File: src/rtl/fct_pkg.sv
// Package for the flux-corrected transport smoother.
// Holds the widths, payload and control types, the sequencer states and the
// saturation helper shared by the scaler, the sequencer and the top level.
`default_nettype none

package fct_pkg;

  localparam int unsigned SampleWidth  = 32;
  localparam int unsigned GainWidth    = 16;
  localparam int unsigned CountWidth   = 3;
  localparam int unsigned PaddrWidth   = 3;
  localparam int unsigned ApbDataWidth = 32;
  localparam int unsigned WinDepth     = 5;
  localparam int unsigned HistDepth    = 3;

  localparam logic [GainWidth-1:0]  GainReset = GainWidth'(8192);
  localparam logic [CountWidth-1:0] CountSat  = CountWidth'(6);

  // Register index, taken from the word address of the configuration port.
  localparam logic RegIdxGain = 1'b0;

  typedef logic signed [SampleWidth-1:0] sample_t;
  typedef logic signed [SampleWidth:0]   diff_t;
  typedef logic signed [SampleWidth+1:0] wide_t;

  typedef struct packed {
    sample_t sample;
    logic    last_sample;
  } in_item_t;

  typedef struct packed {
    sample_t smoothed;
    logic    last_result;
  } out_item_t;

  typedef enum logic [3:0] {
    StIdle,
    StTScale1,
    StTWait1,
    StTScale2,
    StTWait2,
    StLoad,
    StDiff,
    StWait,
    StLim1,
    StLim2,
    StLim3,
    StFlux,
    StEmit,
    StPass0,
    StPass1,
    StUpdate
  } state_e;

  typedef enum logic [1:0] {
    KindInterior,
    KindFirst,
    KindEnd,
    KindTail
  } kind_e;

  typedef enum logic [1:0] {
    OpNewDiff,
    OpOldDiff,
    OpWinDiff
  } scale_op_e;

  typedef enum logic [1:0] {
    EmitFlux,
    EmitRaw,
    EmitSample
  } emit_sel_e;

  typedef struct packed {
    logic      idle;
    logic      accept;
    logic      scale_start;
    scale_op_e scale_op;
    logic      part_load;
    logic      t_load;
    logic      win_load;
    logic      win_skip;
    logic      diff_load;
    logic      lim1;
    logic      lim2;
    logic      lim3;
    logic      flux_load;
    logic      emit;
    emit_sel_e emit_sel;
    logic      emit_last;
    kind_e     kind;
    logic      update;
  } ctrl_t;

  typedef struct packed {
    logic                  in_valid;
    logic                  in_last;
    logic                  item_last;
    logic [CountWidth-1:0] count;
    logic                  scale_done;
    logic                  out_free;
  } status_t;

  // Clamp a value two bits wider than a sample to the signed sample range.
  function automatic sample_t sat_wide(input wide_t v);
    sample_t r;
    if (v[SampleWidth+1:SampleWidth-1] == 3'b000 ||
        v[SampleWidth+1:SampleWidth-1] == 3'b111) begin
      r = v[SampleWidth-1:0];
    end else if (v[SampleWidth+1]) begin
      r = {1'b1, {(SampleWidth-1){1'b0}}};
    end else begin
      r = {1'b0, {(SampleWidth-1){1'b1}}};
    end
    return r;
  endfunction

endpackage

`default_nettype wire

File: src/rtl/fct_scale.sv
// Shared four-stage scaler: rounds |v|*mu/65536 half away from zero,
// restores the sign and saturates to the sample range.
// Depends on fct_pkg for widths, types and the saturation helper.
`default_nettype none

module fct_scale (
  input  logic                            clk_i,
  input  logic                            rst_ni,
  input  logic                            start_i,
  input  fct_pkg::diff_t                  operand_i,
  input  logic [fct_pkg::GainWidth-1:0]   gain_i,
  output logic                            done_o,
  output fct_pkg::sample_t                result_o
);

  localparam int unsigned MagWidth  = fct_pkg::SampleWidth + 1;
  localparam int unsigned ProdWidth = MagWidth + fct_pkg::GainWidth;
  localparam logic [ProdWidth-1:0] RoundBias = ProdWidth'(1) << (fct_pkg::GainWidth - 1);

  logic [3:0]             vld_q;
  fct_pkg::diff_t         op_q;
  logic                   neg_q;
  logic [MagWidth-1:0]    mag_q;
  logic [MagWidth-1:0]    mag_d;
  logic                   neg2_q;
  logic [ProdWidth-1:0]   prod_q;
  logic [ProdWidth-1:0]   prod_d;
  logic [MagWidth-1:0]    quot;
  fct_pkg::wide_t         signed_d;
  fct_pkg::sample_t       res_q;

  always_comb begin
    mag_d    = op_q[fct_pkg::SampleWidth] ? (~op_q + 1'b1) : op_q;
    prod_d   = mag_q * gain_i;
    prod_d   = prod_d + RoundBias;
    quot     = prod_q[ProdWidth-1:fct_pkg::GainWidth];
    signed_d = neg2_q ? -fct_pkg::wide_t'({1'b0, quot}) : fct_pkg::wide_t'({1'b0, quot});
  end

  always_ff @(posedge clk_i or negedge rst_ni) begin
    if (!rst_ni) begin
      vld_q <= '0;
    end else begin
      vld_q <= {vld_q[2:0], start_i};
    end
  end

  always_ff @(posedge clk_i) begin
    if (start_i) begin
      op_q <= operand_i;
    end
    neg_q  <= op_q[fct_pkg::SampleWidth];
    mag_q  <= mag_d;
    neg2_q <= neg_q;
    prod_q <= prod_d;
    res_q  <= fct_pkg::sat_wide(signed_d);
  end

  assign done_o   = vld_q[3];
  assign result_o = res_q;

endmodule

`default_nettype wire

File: src/rtl/fct_seq.sv
// Sequencer of the smoother: steps one item through the diffusion, the
// limiter passes and the result emits, one scaler job at a time.
// Depends on fct_pkg for the state, control and status types.
`default_nettype none

module fct_seq (
  input  logic             clk_i,
  input  logic             rst_ni,
  input  fct_pkg::status_t status_i,
  output fct_pkg::ctrl_t   ctrl_o
);

  localparam int unsigned RelWidth = 3;
  localparam logic [RelWidth-1:0] RelFirst = RelWidth'(1);
  localparam logic [RelWidth-1:0] RelSecond = RelWidth'(2);
  localparam logic [RelWidth-1:0] RelEnd = RelWidth'(3);
  localparam logic [RelWidth-1:0] RelTail = RelWidth'(4);

  fct_pkg::state_e       state_q, state_d;
  logic [RelWidth-1:0]   rel_q, rel_d;
  fct_pkg::kind_e        kind;
  logic                  all_done;
  logic                  short_vec;
  logic                  has_t;

  // Position of the current result within the five-sample window decides
  // which limits apply.
  always_comb begin
    if (status_i.item_last && rel_q == RelTail) begin
      kind = fct_pkg::KindTail;
    end else if ((status_i.count == fct_pkg::CountWidth'(3) && rel_q == RelFirst) ||
                 (status_i.count == fct_pkg::CountWidth'(2) && rel_q == RelSecond)) begin
      kind = fct_pkg::KindFirst;
    end else if (status_i.item_last && rel_q == RelEnd) begin
      kind = fct_pkg::KindEnd;
    end else begin
      kind = fct_pkg::KindInterior;
    end
  end

  assign all_done  = status_i.item_last ? (rel_q == RelTail) : (rel_q == RelFirst);
  assign short_vec = status_i.count < fct_pkg::CountWidth'(2);
  assign has_t     = status_i.count >= fct_pkg::CountWidth'(2);

  always_comb begin
    state_d = state_q;
    unique case (state_q)
      fct_pkg::StIdle: begin
        if (status_i.in_valid) begin
          if (status_i.in_last && short_vec) begin
            state_d = (status_i.count == fct_pkg::CountWidth'(1)) ?
                      fct_pkg::StPass0 : fct_pkg::StPass1;
          end else if (has_t) begin
            state_d = fct_pkg::StTScale1;
          end else begin
            state_d = fct_pkg::StLoad;
          end
        end
      end
      fct_pkg::StTScale1: state_d = fct_pkg::StTWait1;
      fct_pkg::StTWait1: begin
        if (status_i.scale_done) begin
          state_d = fct_pkg::StTScale2;
        end
      end
      fct_pkg::StTScale2: state_d = fct_pkg::StTWait2;
      fct_pkg::StTWait2: begin
        if (status_i.scale_done) begin
          state_d = fct_pkg::StLoad;
        end
      end
      fct_pkg::StLoad: begin
        if (status_i.item_last || status_i.count >= fct_pkg::CountWidth'(3)) begin
          state_d = fct_pkg::StDiff;
        end else begin
          state_d = fct_pkg::StUpdate;
        end
      end
      fct_pkg::StDiff: begin
        state_d = (kind == fct_pkg::KindTail) ? fct_pkg::StFlux : fct_pkg::StWait;
      end
      fct_pkg::StWait: begin
        if (status_i.scale_done) begin
          state_d = fct_pkg::StLim1;
        end
      end
      fct_pkg::StLim1: state_d = fct_pkg::StLim2;
      fct_pkg::StLim2: state_d = fct_pkg::StLim3;
      fct_pkg::StLim3: state_d = fct_pkg::StFlux;
      fct_pkg::StFlux: state_d = fct_pkg::StEmit;
      fct_pkg::StEmit: begin
        if (status_i.out_free) begin
          state_d = all_done ? fct_pkg::StUpdate : fct_pkg::StDiff;
        end
      end
      fct_pkg::StPass0: begin
        if (status_i.out_free) begin
          state_d = fct_pkg::StPass1;
        end
      end
      fct_pkg::StPass1: begin
        if (status_i.out_free) begin
          state_d = fct_pkg::StUpdate;
        end
      end
      fct_pkg::StUpdate: state_d = fct_pkg::StIdle;
      default: state_d = fct_pkg::StIdle;
    endcase
  end

  always_comb begin
    ctrl_o             = '0;
    ctrl_o.scale_op    = fct_pkg::OpWinDiff;
    ctrl_o.emit_sel    = fct_pkg::EmitFlux;
    ctrl_o.kind        = kind;
    rel_d              = rel_q;
    unique case (state_q)
      fct_pkg::StIdle: begin
        ctrl_o.idle   = 1'b1;
        ctrl_o.accept = status_i.in_valid;
      end
      fct_pkg::StTScale1: begin
        ctrl_o.scale_start = 1'b1;
        ctrl_o.scale_op    = fct_pkg::OpNewDiff;
      end
      fct_pkg::StTWait1: ctrl_o.part_load = status_i.scale_done;
      fct_pkg::StTScale2: begin
        ctrl_o.scale_start = 1'b1;
        ctrl_o.scale_op    = fct_pkg::OpOldDiff;
      end
      fct_pkg::StTWait2: ctrl_o.t_load = status_i.scale_done;
      fct_pkg::StLoad: begin
        ctrl_o.win_load = 1'b1;
        // A three-sample vector starts one position further into the window.
        ctrl_o.win_skip = status_i.item_last && status_i.count == fct_pkg::CountWidth'(2);
        rel_d = ctrl_o.win_skip ? RelSecond : RelFirst;
      end
      fct_pkg::StDiff: begin
        ctrl_o.scale_start = (kind != fct_pkg::KindTail);
        ctrl_o.diff_load   = 1'b1;
      end
      fct_pkg::StWait: ;
      fct_pkg::StLim1: ctrl_o.lim1 = 1'b1;
      fct_pkg::StLim2: ctrl_o.lim2 = 1'b1;
      fct_pkg::StLim3: ctrl_o.lim3 = 1'b1;
      fct_pkg::StFlux: ctrl_o.flux_load = 1'b1;
      fct_pkg::StEmit: begin
        ctrl_o.emit      = status_i.out_free;
        ctrl_o.emit_last = (kind == fct_pkg::KindTail);
        if (status_i.out_free) begin
          rel_d = rel_q + RelWidth'(1);
        end
      end
      fct_pkg::StPass0: begin
        ctrl_o.emit     = status_i.out_free;
        ctrl_o.emit_sel = fct_pkg::EmitRaw;
      end
      fct_pkg::StPass1: begin
        ctrl_o.emit      = status_i.out_free;
        ctrl_o.emit_sel  = fct_pkg::EmitSample;
        ctrl_o.emit_last = 1'b1;
      end
      fct_pkg::StUpdate: ctrl_o.update = 1'b1;
      default: ;
    endcase
  end

  always_ff @(posedge clk_i or negedge rst_ni) begin
    if (!rst_ni) begin
      state_q <= fct_pkg::StIdle;
      rel_q   <= '0;
    end else begin
      state_q <= state_d;
      rel_q   <= rel_d;
    end
  end

endmodule

`default_nettype wire

File: src/rtl/fct_diffuse_antidiffuse_smoother.sv
// Top level of the flux-corrected transport smoother with the limiter.
// Depends on fct_pkg, fct_scale (shared scaler) and fct_seq (sequencer).
//
// Channel  Direction  Handshake                  Payload
// in       input      in_valid_i / in_stall_o    fct_pkg::in_item_t
// out      output     out_valid_o / out_stall_i  fct_pkg::out_item_t
// cfg      input      psel, penable, pwrite      smoothing_gain at byte address 0
//
// One item is taken at a time. The four-stage scaler is the shared unit, used
// twice for the diffused sample and once per limited flux. An item also waits
// for as long as the output is stalled while a result waits.
// Reset clears the vector state and loads the gain with its default; there is
// no clearing pass. in_stall_o is high whenever an item is in progress.
`default_nettype none

module fct_diffuse_antidiffuse_smoother (
  input  logic                                clk_i,
  input  logic                                rst_ni,
  input  logic                                in_valid_i,
  output logic                                in_stall_o,
  input  fct_pkg::in_item_t                   in_item_i,
  output logic                                out_valid_o,
  input  logic                                out_stall_i,
  output fct_pkg::out_item_t                  out_item_o,
  input  logic                                psel,
  input  logic                                penable,
  input  logic                                pwrite,
  input  logic [fct_pkg::PaddrWidth-1:0]      paddr,
  input  logic [fct_pkg::ApbDataWidth-1:0]    pwdata,
  output logic [fct_pkg::ApbDataWidth-1:0]    prdata,
  output logic                                pready
);

  localparam int unsigned Msb = fct_pkg::SampleWidth - 1;

  fct_pkg::ctrl_t                     ctrl;
  fct_pkg::status_t                   status;

  logic [fct_pkg::GainWidth-1:0]      gain_q;
  logic [fct_pkg::CountWidth-1:0]     count_q;
  fct_pkg::sample_t                   raw0_q, raw1_q;
  fct_pkg::sample_t                   dw_q [fct_pkg::HistDepth];
  fct_pkg::sample_t                   prev_q;
  fct_pkg::sample_t                   x_q;
  logic                               last_q;
  fct_pkg::diff_t                     part_q, part_d;
  fct_pkg::sample_t                   t_q, t_d, t_sel;
  fct_pkg::sample_t                   win_q [fct_pkg::WinDepth];
  fct_pkg::sample_t                   win_d [fct_pkg::WinDepth];
  fct_pkg::sample_t                   win_arr [fct_pkg::WinDepth];
  fct_pkg::diff_t                     dr_q, dl_q;
  logic                               sgn_q, sgn_d;
  fct_pkg::wide_t                     mag_q, mag_d;
  fct_pkg::wide_t                     sr_q, sr_d, sl_q, sl_d;
  fct_pkg::wide_t                     c_q, c2_d, c3_d, m3;
  fct_pkg::wide_t                     neg_c;
  fct_pkg::sample_t                   fm_q, fm_d;
  fct_pkg::diff_t                     sum_q, sum_d;
  fct_pkg::sample_t                   emit_val;
  logic                               out_valid_q;
  fct_pkg::out_item_t                 out_item_q;
  logic                               out_free;
  logic                               cfg_we;

  fct_pkg::diff_t                     scale_opnd;
  logic                               scale_done;
  fct_pkg::sample_t                   scale_res;

  // Configuration port.
  assign pready = 1'b1;
  assign cfg_we = psel & penable & pwrite & pready;
  assign prdata = (paddr[fct_pkg::PaddrWidth-1] == fct_pkg::RegIdxGain) ?
                  fct_pkg::ApbDataWidth'(gain_q) : '0;

  always_ff @(posedge clk_i or negedge rst_ni) begin
    if (!rst_ni) begin
      gain_q <= fct_pkg::GainReset;
    end else if (cfg_we && paddr[fct_pkg::PaddrWidth-1] == fct_pkg::RegIdxGain) begin
      gain_q <= pwdata[fct_pkg::GainWidth-1:0];
    end
  end

  assign out_free = !out_valid_q || !out_stall_i;

  assign status.in_valid   = in_valid_i;
  assign status.in_last    = in_item_i.last_sample;
  assign status.item_last  = last_q;
  assign status.count      = count_q;
  assign status.scale_done = scale_done;
  assign status.out_free   = out_free;

  fct_seq u_seq (
    .clk_i    (clk_i),
    .rst_ni   (rst_ni),
    .status_i (status),
    .ctrl_o   (ctrl)
  );

  always_comb begin
    case (ctrl.scale_op)
      fct_pkg::OpNewDiff: scale_opnd = fct_pkg::diff_t'(x_q) - fct_pkg::diff_t'(raw0_q);
      fct_pkg::OpOldDiff: scale_opnd = fct_pkg::diff_t'(raw0_q) - fct_pkg::diff_t'(raw1_q);
      default:            scale_opnd = fct_pkg::diff_t'(win_q[2]) - fct_pkg::diff_t'(win_q[1]);
    endcase
  end

  fct_scale u_scale (
    .clk_i     (clk_i),
    .rst_ni    (rst_ni),
    .start_i   (ctrl.scale_start),
    .operand_i (scale_opnd),
    .gain_i    (gain_q),
    .done_o    (scale_done),
    .result_o  (scale_res)
  );

  // Diffused sample: raw0 + mu*(x - raw0) - mu*(raw0 - raw1), saturated.
  assign part_d = fct_pkg::diff_t'(raw0_q) + fct_pkg::diff_t'(scale_res);
  assign t_d    = fct_pkg::sat_wide(fct_pkg::wide_t'(part_q) - fct_pkg::wide_t'(scale_res));

  always_comb begin
    if (count_q >= fct_pkg::CountWidth'(2)) begin
      t_sel = t_q;
    end else if (count_q == fct_pkg::CountWidth'(1)) begin
      t_sel = raw0_q;
    end else begin
      t_sel = '0;
    end
    win_arr[0] = dw_q[2];
    win_arr[1] = dw_q[1];
    win_arr[2] = dw_q[0];
    win_arr[3] = t_sel;
    win_arr[4] = x_q;
  end

  // Working window; it slides by one after each result so the taps stay fixed.
  always_comb begin
    win_d = win_q;
    if (ctrl.win_load) begin
      for (int i = 0; i < fct_pkg::WinDepth - 1; i++) begin
        win_d[i] = ctrl.win_skip ? win_arr[i+1] : win_arr[i];
      end
      win_d[fct_pkg::WinDepth-1] = ctrl.win_skip ? '0 : win_arr[fct_pkg::WinDepth-1];
    end else if (ctrl.emit && ctrl.emit_sel == fct_pkg::EmitFlux) begin
      for (int i = 0; i < fct_pkg::WinDepth - 1; i++) begin
        win_d[i] = win_q[i+1];
      end
      win_d[fct_pkg::WinDepth-1] = '0;
    end
  end

  // Limiter: min(|f|, s*right, s*left), clamped at zero, sign restored.
  always_comb begin
    sgn_d = !scale_res[Msb];
    mag_d = sgn_d ? fct_pkg::wide_t'(scale_res) : -fct_pkg::wide_t'(scale_res);
    sr_d  = sgn_d ? fct_pkg::wide_t'(dr_q) : -fct_pkg::wide_t'(dr_q);
    sl_d  = sgn_d ? fct_pkg::wide_t'(dl_q) : -fct_pkg::wide_t'(dl_q);
    c2_d  = (ctrl.kind != fct_pkg::KindEnd && sr_q < mag_q) ? sr_q : mag_q;
    m3    = (ctrl.kind != fct_pkg::KindFirst && sl_q < c_q) ? sl_q : c_q;
    c3_d  = m3[fct_pkg::SampleWidth+1] ? '0 : m3;
    neg_c = -c_q;
    if (ctrl.kind == fct_pkg::KindTail) begin
      fm_d = '0;
    end else begin
      fm_d = sgn_q ? c_q[Msb:0] : neg_c[Msb:0];
    end
    sum_d = fct_pkg::diff_t'(win_q[1]) + fct_pkg::diff_t'(prev_q);
  end

  always_comb begin
    case (ctrl.emit_sel)
      fct_pkg::EmitRaw:    emit_val = raw0_q;
      fct_pkg::EmitSample: emit_val = x_q;
      default: begin
        if (ctrl.kind == fct_pkg::KindFirst) begin
          emit_val = win_q[1];
        end else begin
          emit_val = fct_pkg::sat_wide(fct_pkg::wide_t'(sum_q) - fct_pkg::wide_t'(fm_q));
        end
      end
    endcase
  end

  // Vector state.
  always_ff @(posedge clk_i or negedge rst_ni) begin
    if (!rst_ni) begin
      count_q <= '0;
      raw0_q  <= '0;
      raw1_q  <= '0;
      prev_q  <= '0;
      for (int i = 0; i < fct_pkg::HistDepth; i++) begin
        dw_q[i] <= '0;
      end
    end else begin
      if (ctrl.emit && ctrl.emit_sel == fct_pkg::EmitFlux) begin
        prev_q <= fm_q;
      end
      if (ctrl.update) begin
        if (last_q) begin
          count_q <= '0;
          raw0_q  <= '0;
          raw1_q  <= '0;
          prev_q  <= '0;
          for (int i = 0; i < fct_pkg::HistDepth; i++) begin
            dw_q[i] <= '0;
          end
        end else begin
          if (count_q != '0) begin
            dw_q[2] <= dw_q[1];
            dw_q[1] <= dw_q[0];
            dw_q[0] <= t_q;
          end
          raw1_q <= raw0_q;
          raw0_q <= x_q;
          if (count_q < fct_pkg::CountSat) begin
            count_q <= count_q + fct_pkg::CountWidth'(1);
          end
        end
      end
    end
  end

  // Working registers of the item in progress.
  always_ff @(posedge clk_i) begin
    if (ctrl.accept) begin
      x_q    <= in_item_i.sample;
      last_q <= in_item_i.last_sample;
    end
    if (ctrl.part_load) begin
      part_q <= part_d;
    end
    if (ctrl.t_load) begin
      t_q <= t_d;
    end else if (ctrl.win_load) begin
      t_q <= t_sel;
    end
    win_q <= win_d;
    if (ctrl.diff_load) begin
      dr_q <= fct_pkg::diff_t'(win_q[3]) - fct_pkg::diff_t'(win_q[2]);
      dl_q <= fct_pkg::diff_t'(win_q[1]) - fct_pkg::diff_t'(win_q[0]);
    end
    if (ctrl.lim1) begin
      sgn_q <= sgn_d;
      mag_q <= mag_d;
      sr_q  <= sr_d;
      sl_q  <= sl_d;
    end
    if (ctrl.lim2) begin
      c_q <= c2_d;
    end else if (ctrl.lim3) begin
      c_q <= c3_d;
    end
    if (ctrl.flux_load) begin
      fm_q  <= fm_d;
      sum_q <= sum_d;
    end
    if (ctrl.emit) begin
      out_item_q.smoothed    <= emit_val;
      out_item_q.last_result <= ctrl.emit_last;
    end
  end

  always_ff @(posedge clk_i or negedge rst_ni) begin
    if (!rst_ni) begin
      out_valid_q <= 1'b0;
    end else if (ctrl.emit) begin
      out_valid_q <= 1'b1;
    end else if (!out_stall_i) begin
      out_valid_q <= 1'b0;
    end
  end

  assign in_stall_o  = !ctrl.idle;
  assign out_valid_o = out_valid_q;
  assign out_item_o  = out_item_q;

endmodule

`default_nettype wire
File: config.mk
export PLATFORM = sky130hd
export DESIGN_NAME = fct_diffuse_antidiffuse_smoother
export DESIGN_NICKNAME = d
export VERILOG_FILES = /design/src/rtl/fct_pkg.sv /design/src/rtl/fct_scale.sv /design/src/rtl/fct_seq.sv /design/src/rtl/fct_diffuse_antidiffuse_smoother.sv
export SDC_FILE = /design/constraint.sdc
export NUM_CORES = 2
export LEC_CHECK = 0
export BUFFER_PORTS_ARGS = -buffer_cell sky130_fd_sc_hd__buf_4
export CAP_MARGIN = 40
export CELL_PAD_IN_SITES_DETAIL_PLACEMENT = 2
export CELL_PAD_IN_SITES_GLOBAL_PLACEMENT = 2
export CORE_UTILIZATION = 42
export DETAILED_ROUTE_END_ITERATION = 10
export GPL_TIMING_DRIVEN = 0
export MAX_ROUTING_LAYER = met4
export PLACE_DENSITY = 0.79
export SYNTH_ARGS = -nofsm -noshare
export SYNTH_HDL_FRONTEND = slang
export SYNTH_SLANG_ARGS = --single-unit
File: constraint.sdc
create_clock -name clk_i -period 12.4 [get_ports clk_i]
set_clock_uncertainty 0.2 [all_clocks]
set_input_delay 1.24 -clock clk_i [delete_from_list [all_inputs] [get_ports clk_i]]
set_output_delay 1.24 -clock clk_i [all_outputs]
set_load 0.01 [all_outputs]
==> reports/qor_table.md <==
| Quantity | Reported | Unit |
| --- | --- | --- |
| Starting DRC count in detailed routing | 5,263 | - |
| Max-capacitance violation count | 0 | - |
| Primary FF master, synth | edfxtp_1 | - |
| Crit path capture type | register | - |
| Number of flops mapped to enable cells by yosys | 592 | - |
| Total standard cell area after synthesis | 0.0712 | mm2 |
| Multi-input combinational cell area | 0.0413 | mm2 |
| Vias after detailed routing | 62.0k | - |
| Ranking of synthesized cells by area | edfxtp_1, fa_1, ha_1 | - |
| Weighted congestion reported at the end of routability-driven placement | 0.993 | - |
| CP Class | reg2reg | - |
| Pin count of the biggest net entering global routing | 91 | - |
| Data required time of the worst path | 12.82 | ns |
| Insertion delay to the later sink of the worst-skew pair | 0.78 | ns |
| Outcome | finished clean | - |
| Post-Layout Cell Count | 10.2k | - |
| Highest Clock Rate | 0.111 | GHz |
| Dominant cell type by area after synthesis | edfxtp_1 | - |
| Gate count of the mapped netlist | 7,615 | - |
| Total number of yosys warnings | 0 | - |
| Wire length of the first global-routing pass | 463 | mm |
| Post-CTS setup-driven buffer insertion count | 0 | - |
| Overall fraction of global-route tracks in use | 0.384 | - |
| Count of port buffers added during placement | 107 | - |
| Data arrival at the endpoint of the critical path | 9.45 | ns |
| Post-route cell area | 0.0796 | mm2 |
| Avg Vias per Cell | 6.05 | - |
| Buffers from clock root to sink, at most | 3 | - |
| Slowest stage cell, crit path | o211ai_1 | - |
| Drt pass-1 iters | 5 | - |
| Largest stage delay on the critical path | 0.62 | ns |
| Post-Syn Area per Cell | 9.35 | um2 |
| Remaining design rule violation count | 0 | - |
| Cell chosen for the clock root | clkbuf_16 | - |
| Post-cts gate resize count | 0 | - |
| Total global routing overflow | 0 | - |
| Synth cell types | 84 | - |
| Total length of routed wires | 320 | mm |
| Max Slew Vio Count | 0 | - |
| Layout area overhead | 11.9 | % |
| Top cells by instance count after synthesis | nand2_1, inv_1, edfxtp_1, ha_1, fa_1 | - |
| Die H | 414 | um |
| Initial Util | 0.424 | - |
| Die X | 414 | um |
| Fillers | 18.0k | - |
| Die area | 0.171 | mm2 |
| Number of clock sinks seen by CTS | 915 | - |
| Maximum level of the CTS H-tree | 3 | - |
| Setup Viol. Count Final | 0 | - |
| Fraction of synthesized cell area taken by the top area cell type | 0.250 | - |
| Post-layout nets | 8,969 | - |
| Std cell rows | 150 | - |
| Hold-fix buffer count after cts | 0 | - |
| Area of the core | 0.168 | mm2 |
| Hold/Removal Path Class | reg2reg | - |
| Post-DR wirelength/cell | 31.2 | um |
| RSZ-0062 raised after global routing | no | - |
| Post-route clock period utilization | 0.728 | - |
| Reg area | 0.0254 | mm2 |
| Count of pins on the block boundary | 143 | - |
| Antenna violations before repair | 30 | - |
| Clock transition at the register clock pins on the worst setup and hold paths after CTS | 0.08 | ns |
| Relative slew margins | 0.282 | - |
| Maximum fanout along the worst path | 8 | - |
| Number of CTS-inserted buffers | 112 | - |
| Detailed Place HPWL | 259 | mm |
| Share of cells above drive strength 1 | 0.0543 | - |
| Post-route antenna net violation count | 0 | - |
| Ys async rst share | 0.244 | - |
| Transition time at the pin with the least slew margin | 1.08 | ns |
| Number of hold violations in the final report | 0 | - |
| Most common cell type on the critical path | fa_1 | - |
| Register bit count reported by yosys | 915 | - |
| Final worst path period need | 9.02 | ns |
| Portion of the post-synthesis area used by sequential elements | 0.356 | - |
| Via count of the first global-routing pass | 67.6k | - |
| Cell area after placement | 0.0759 | mm2 |
| Most instantiated library cell after synthesis | nand2_1 | - |
| Total placed cells including tap cells | 10.0k | - |
| CP startpoint kind | register | - |
| Clock tree from TritonCTS | yes | - |
[layer usage]
metal | global-route usage | up-vias | part of all wire
met2 | 0.605 | 2182 | 0.46
li1 | - | 26600 | -
met3 | 0.0537 | 650 | 0.062
met1 | 0.477 | 32500 | 0.41
met5 | - | - | 0
met4 | 0.207 | 0 | 0.066
[cells by family (layout without fill, tap and decap cells)]
family,Yosys count,after routing,synth area share
buf+inv,1237,1637,0.0662
mux,63,63,0.00921
simple gates,2373,2373,0.155
other cells,2,32,0.000106
compound gates,1619,1619,0.144
xor+xnor,445,445,0.0548
flops,915,915,0.356
fa+ha+maj,961,961,0.215
[stage by stage]
| step | setup WS, ns | setup TNS, ns | util | hold slack, ns |
|---|---|---|---|---|
| 4_1_cts | 3.15 | 0 | 0.474 | 0.128 |
| 2_1_floorplan | 3.68 | 0 | - | 0.110 |
| 6_report | 3.38 | 0 | 0.475 | 0.120 |
| 5_1_grt | 3.14 | 0 | 0.475 | 0.134 |
| 3_3_place_gp | -0.419 | -41.07 | 0.446 | 0.114 |
| 3_5_place_dp | 3.25 | 0 | 0.452 | 0.120 |
[placed cells by master, fill, tap and decap left out, types with 92 or more instances in the layout]
cell type  instances
nand2_1         1081
a21o_1           143
nor2_1           383
buf_4            138
and2_1           260
clkbuf_16        113
a31oi_1          107
clkbuf_1         344
dfrtp_1          222
ha_1             521
edfxtp_1         592
nand3_1          161
a21oi_1          427
and3_1            92
dfxtp_1          100
fa_1             440
xor2_1           114
o21ai_0          383
inv_1            891
xnor2_1          331
[worst paths after layout]
| path | start | endpoint | slack, ns | cells past startpoint |
|---|---|---|---|---|
| max | gain_q[3] | u_scale.prod_q[48] | 3.38 | 26 |
| min | u_scale.neg_q | u_scale.neg2_q | 0.12 | 0 |
| max reg2reg | gain_q[3] | u_scale.prod_q[48] | 3.38 | 26 |
| min reg2reg | u_scale.neg_q | u_scale.neg2_q | 0.12 | 0 |
| max in group asynchronous | rst_ni | raw1_q[26] | 10.27 | 3 |
| min in group asynchronous | rst_ni | prev_q[9] | 0.26 | 1 |
[critical path: cells and delay by family (launching register included)]
kind / cells / cell delay (ns)
flops: 1 / 0.33
buf+inv: 7 / 1.51
simple gates: 3 / 0.54
fa+ha+maj: 7 / 3.34
xor+xnor: 1 / 0.34
compound gates: 8 / 2.58
[sequential cells by signal (all words and copies together), names as in the netlist, 33 cells and up]
register        flops
part_q             33
u_scale.op_q       33
sl_q               34
dw_q               96
sr_q               34
u_scale.mag_q      33
dr_q               33
win_q             160
sum_q              33
out_item_o         33
c_q                34
dl_q               33
u_scale.prod_q     33
mag_q              34
[cell type report]
| type | instances | share of cell area |
|---|---|---|
| Inverter | 893 | 0.0421 |
| Multi-Input combinational cell | 5480 | 0.518 |
| Clock buffer | 158 | 0.0390 |
| Timing Repair Buffer | 187 | 0.0225 |
| Tap cell | 2204 | 0.0346 |
| Clock inverter | 55 | 0.00776 |
| Sequential cell | 915 | 0.318 |
| Buffer | 344 | 0.0171 |
| Antenna cell | 13 | 0.000408 |
Power is not shown: default switching activity piles up to over one toggle a cycle in this logic, so the estimate is an artifact.
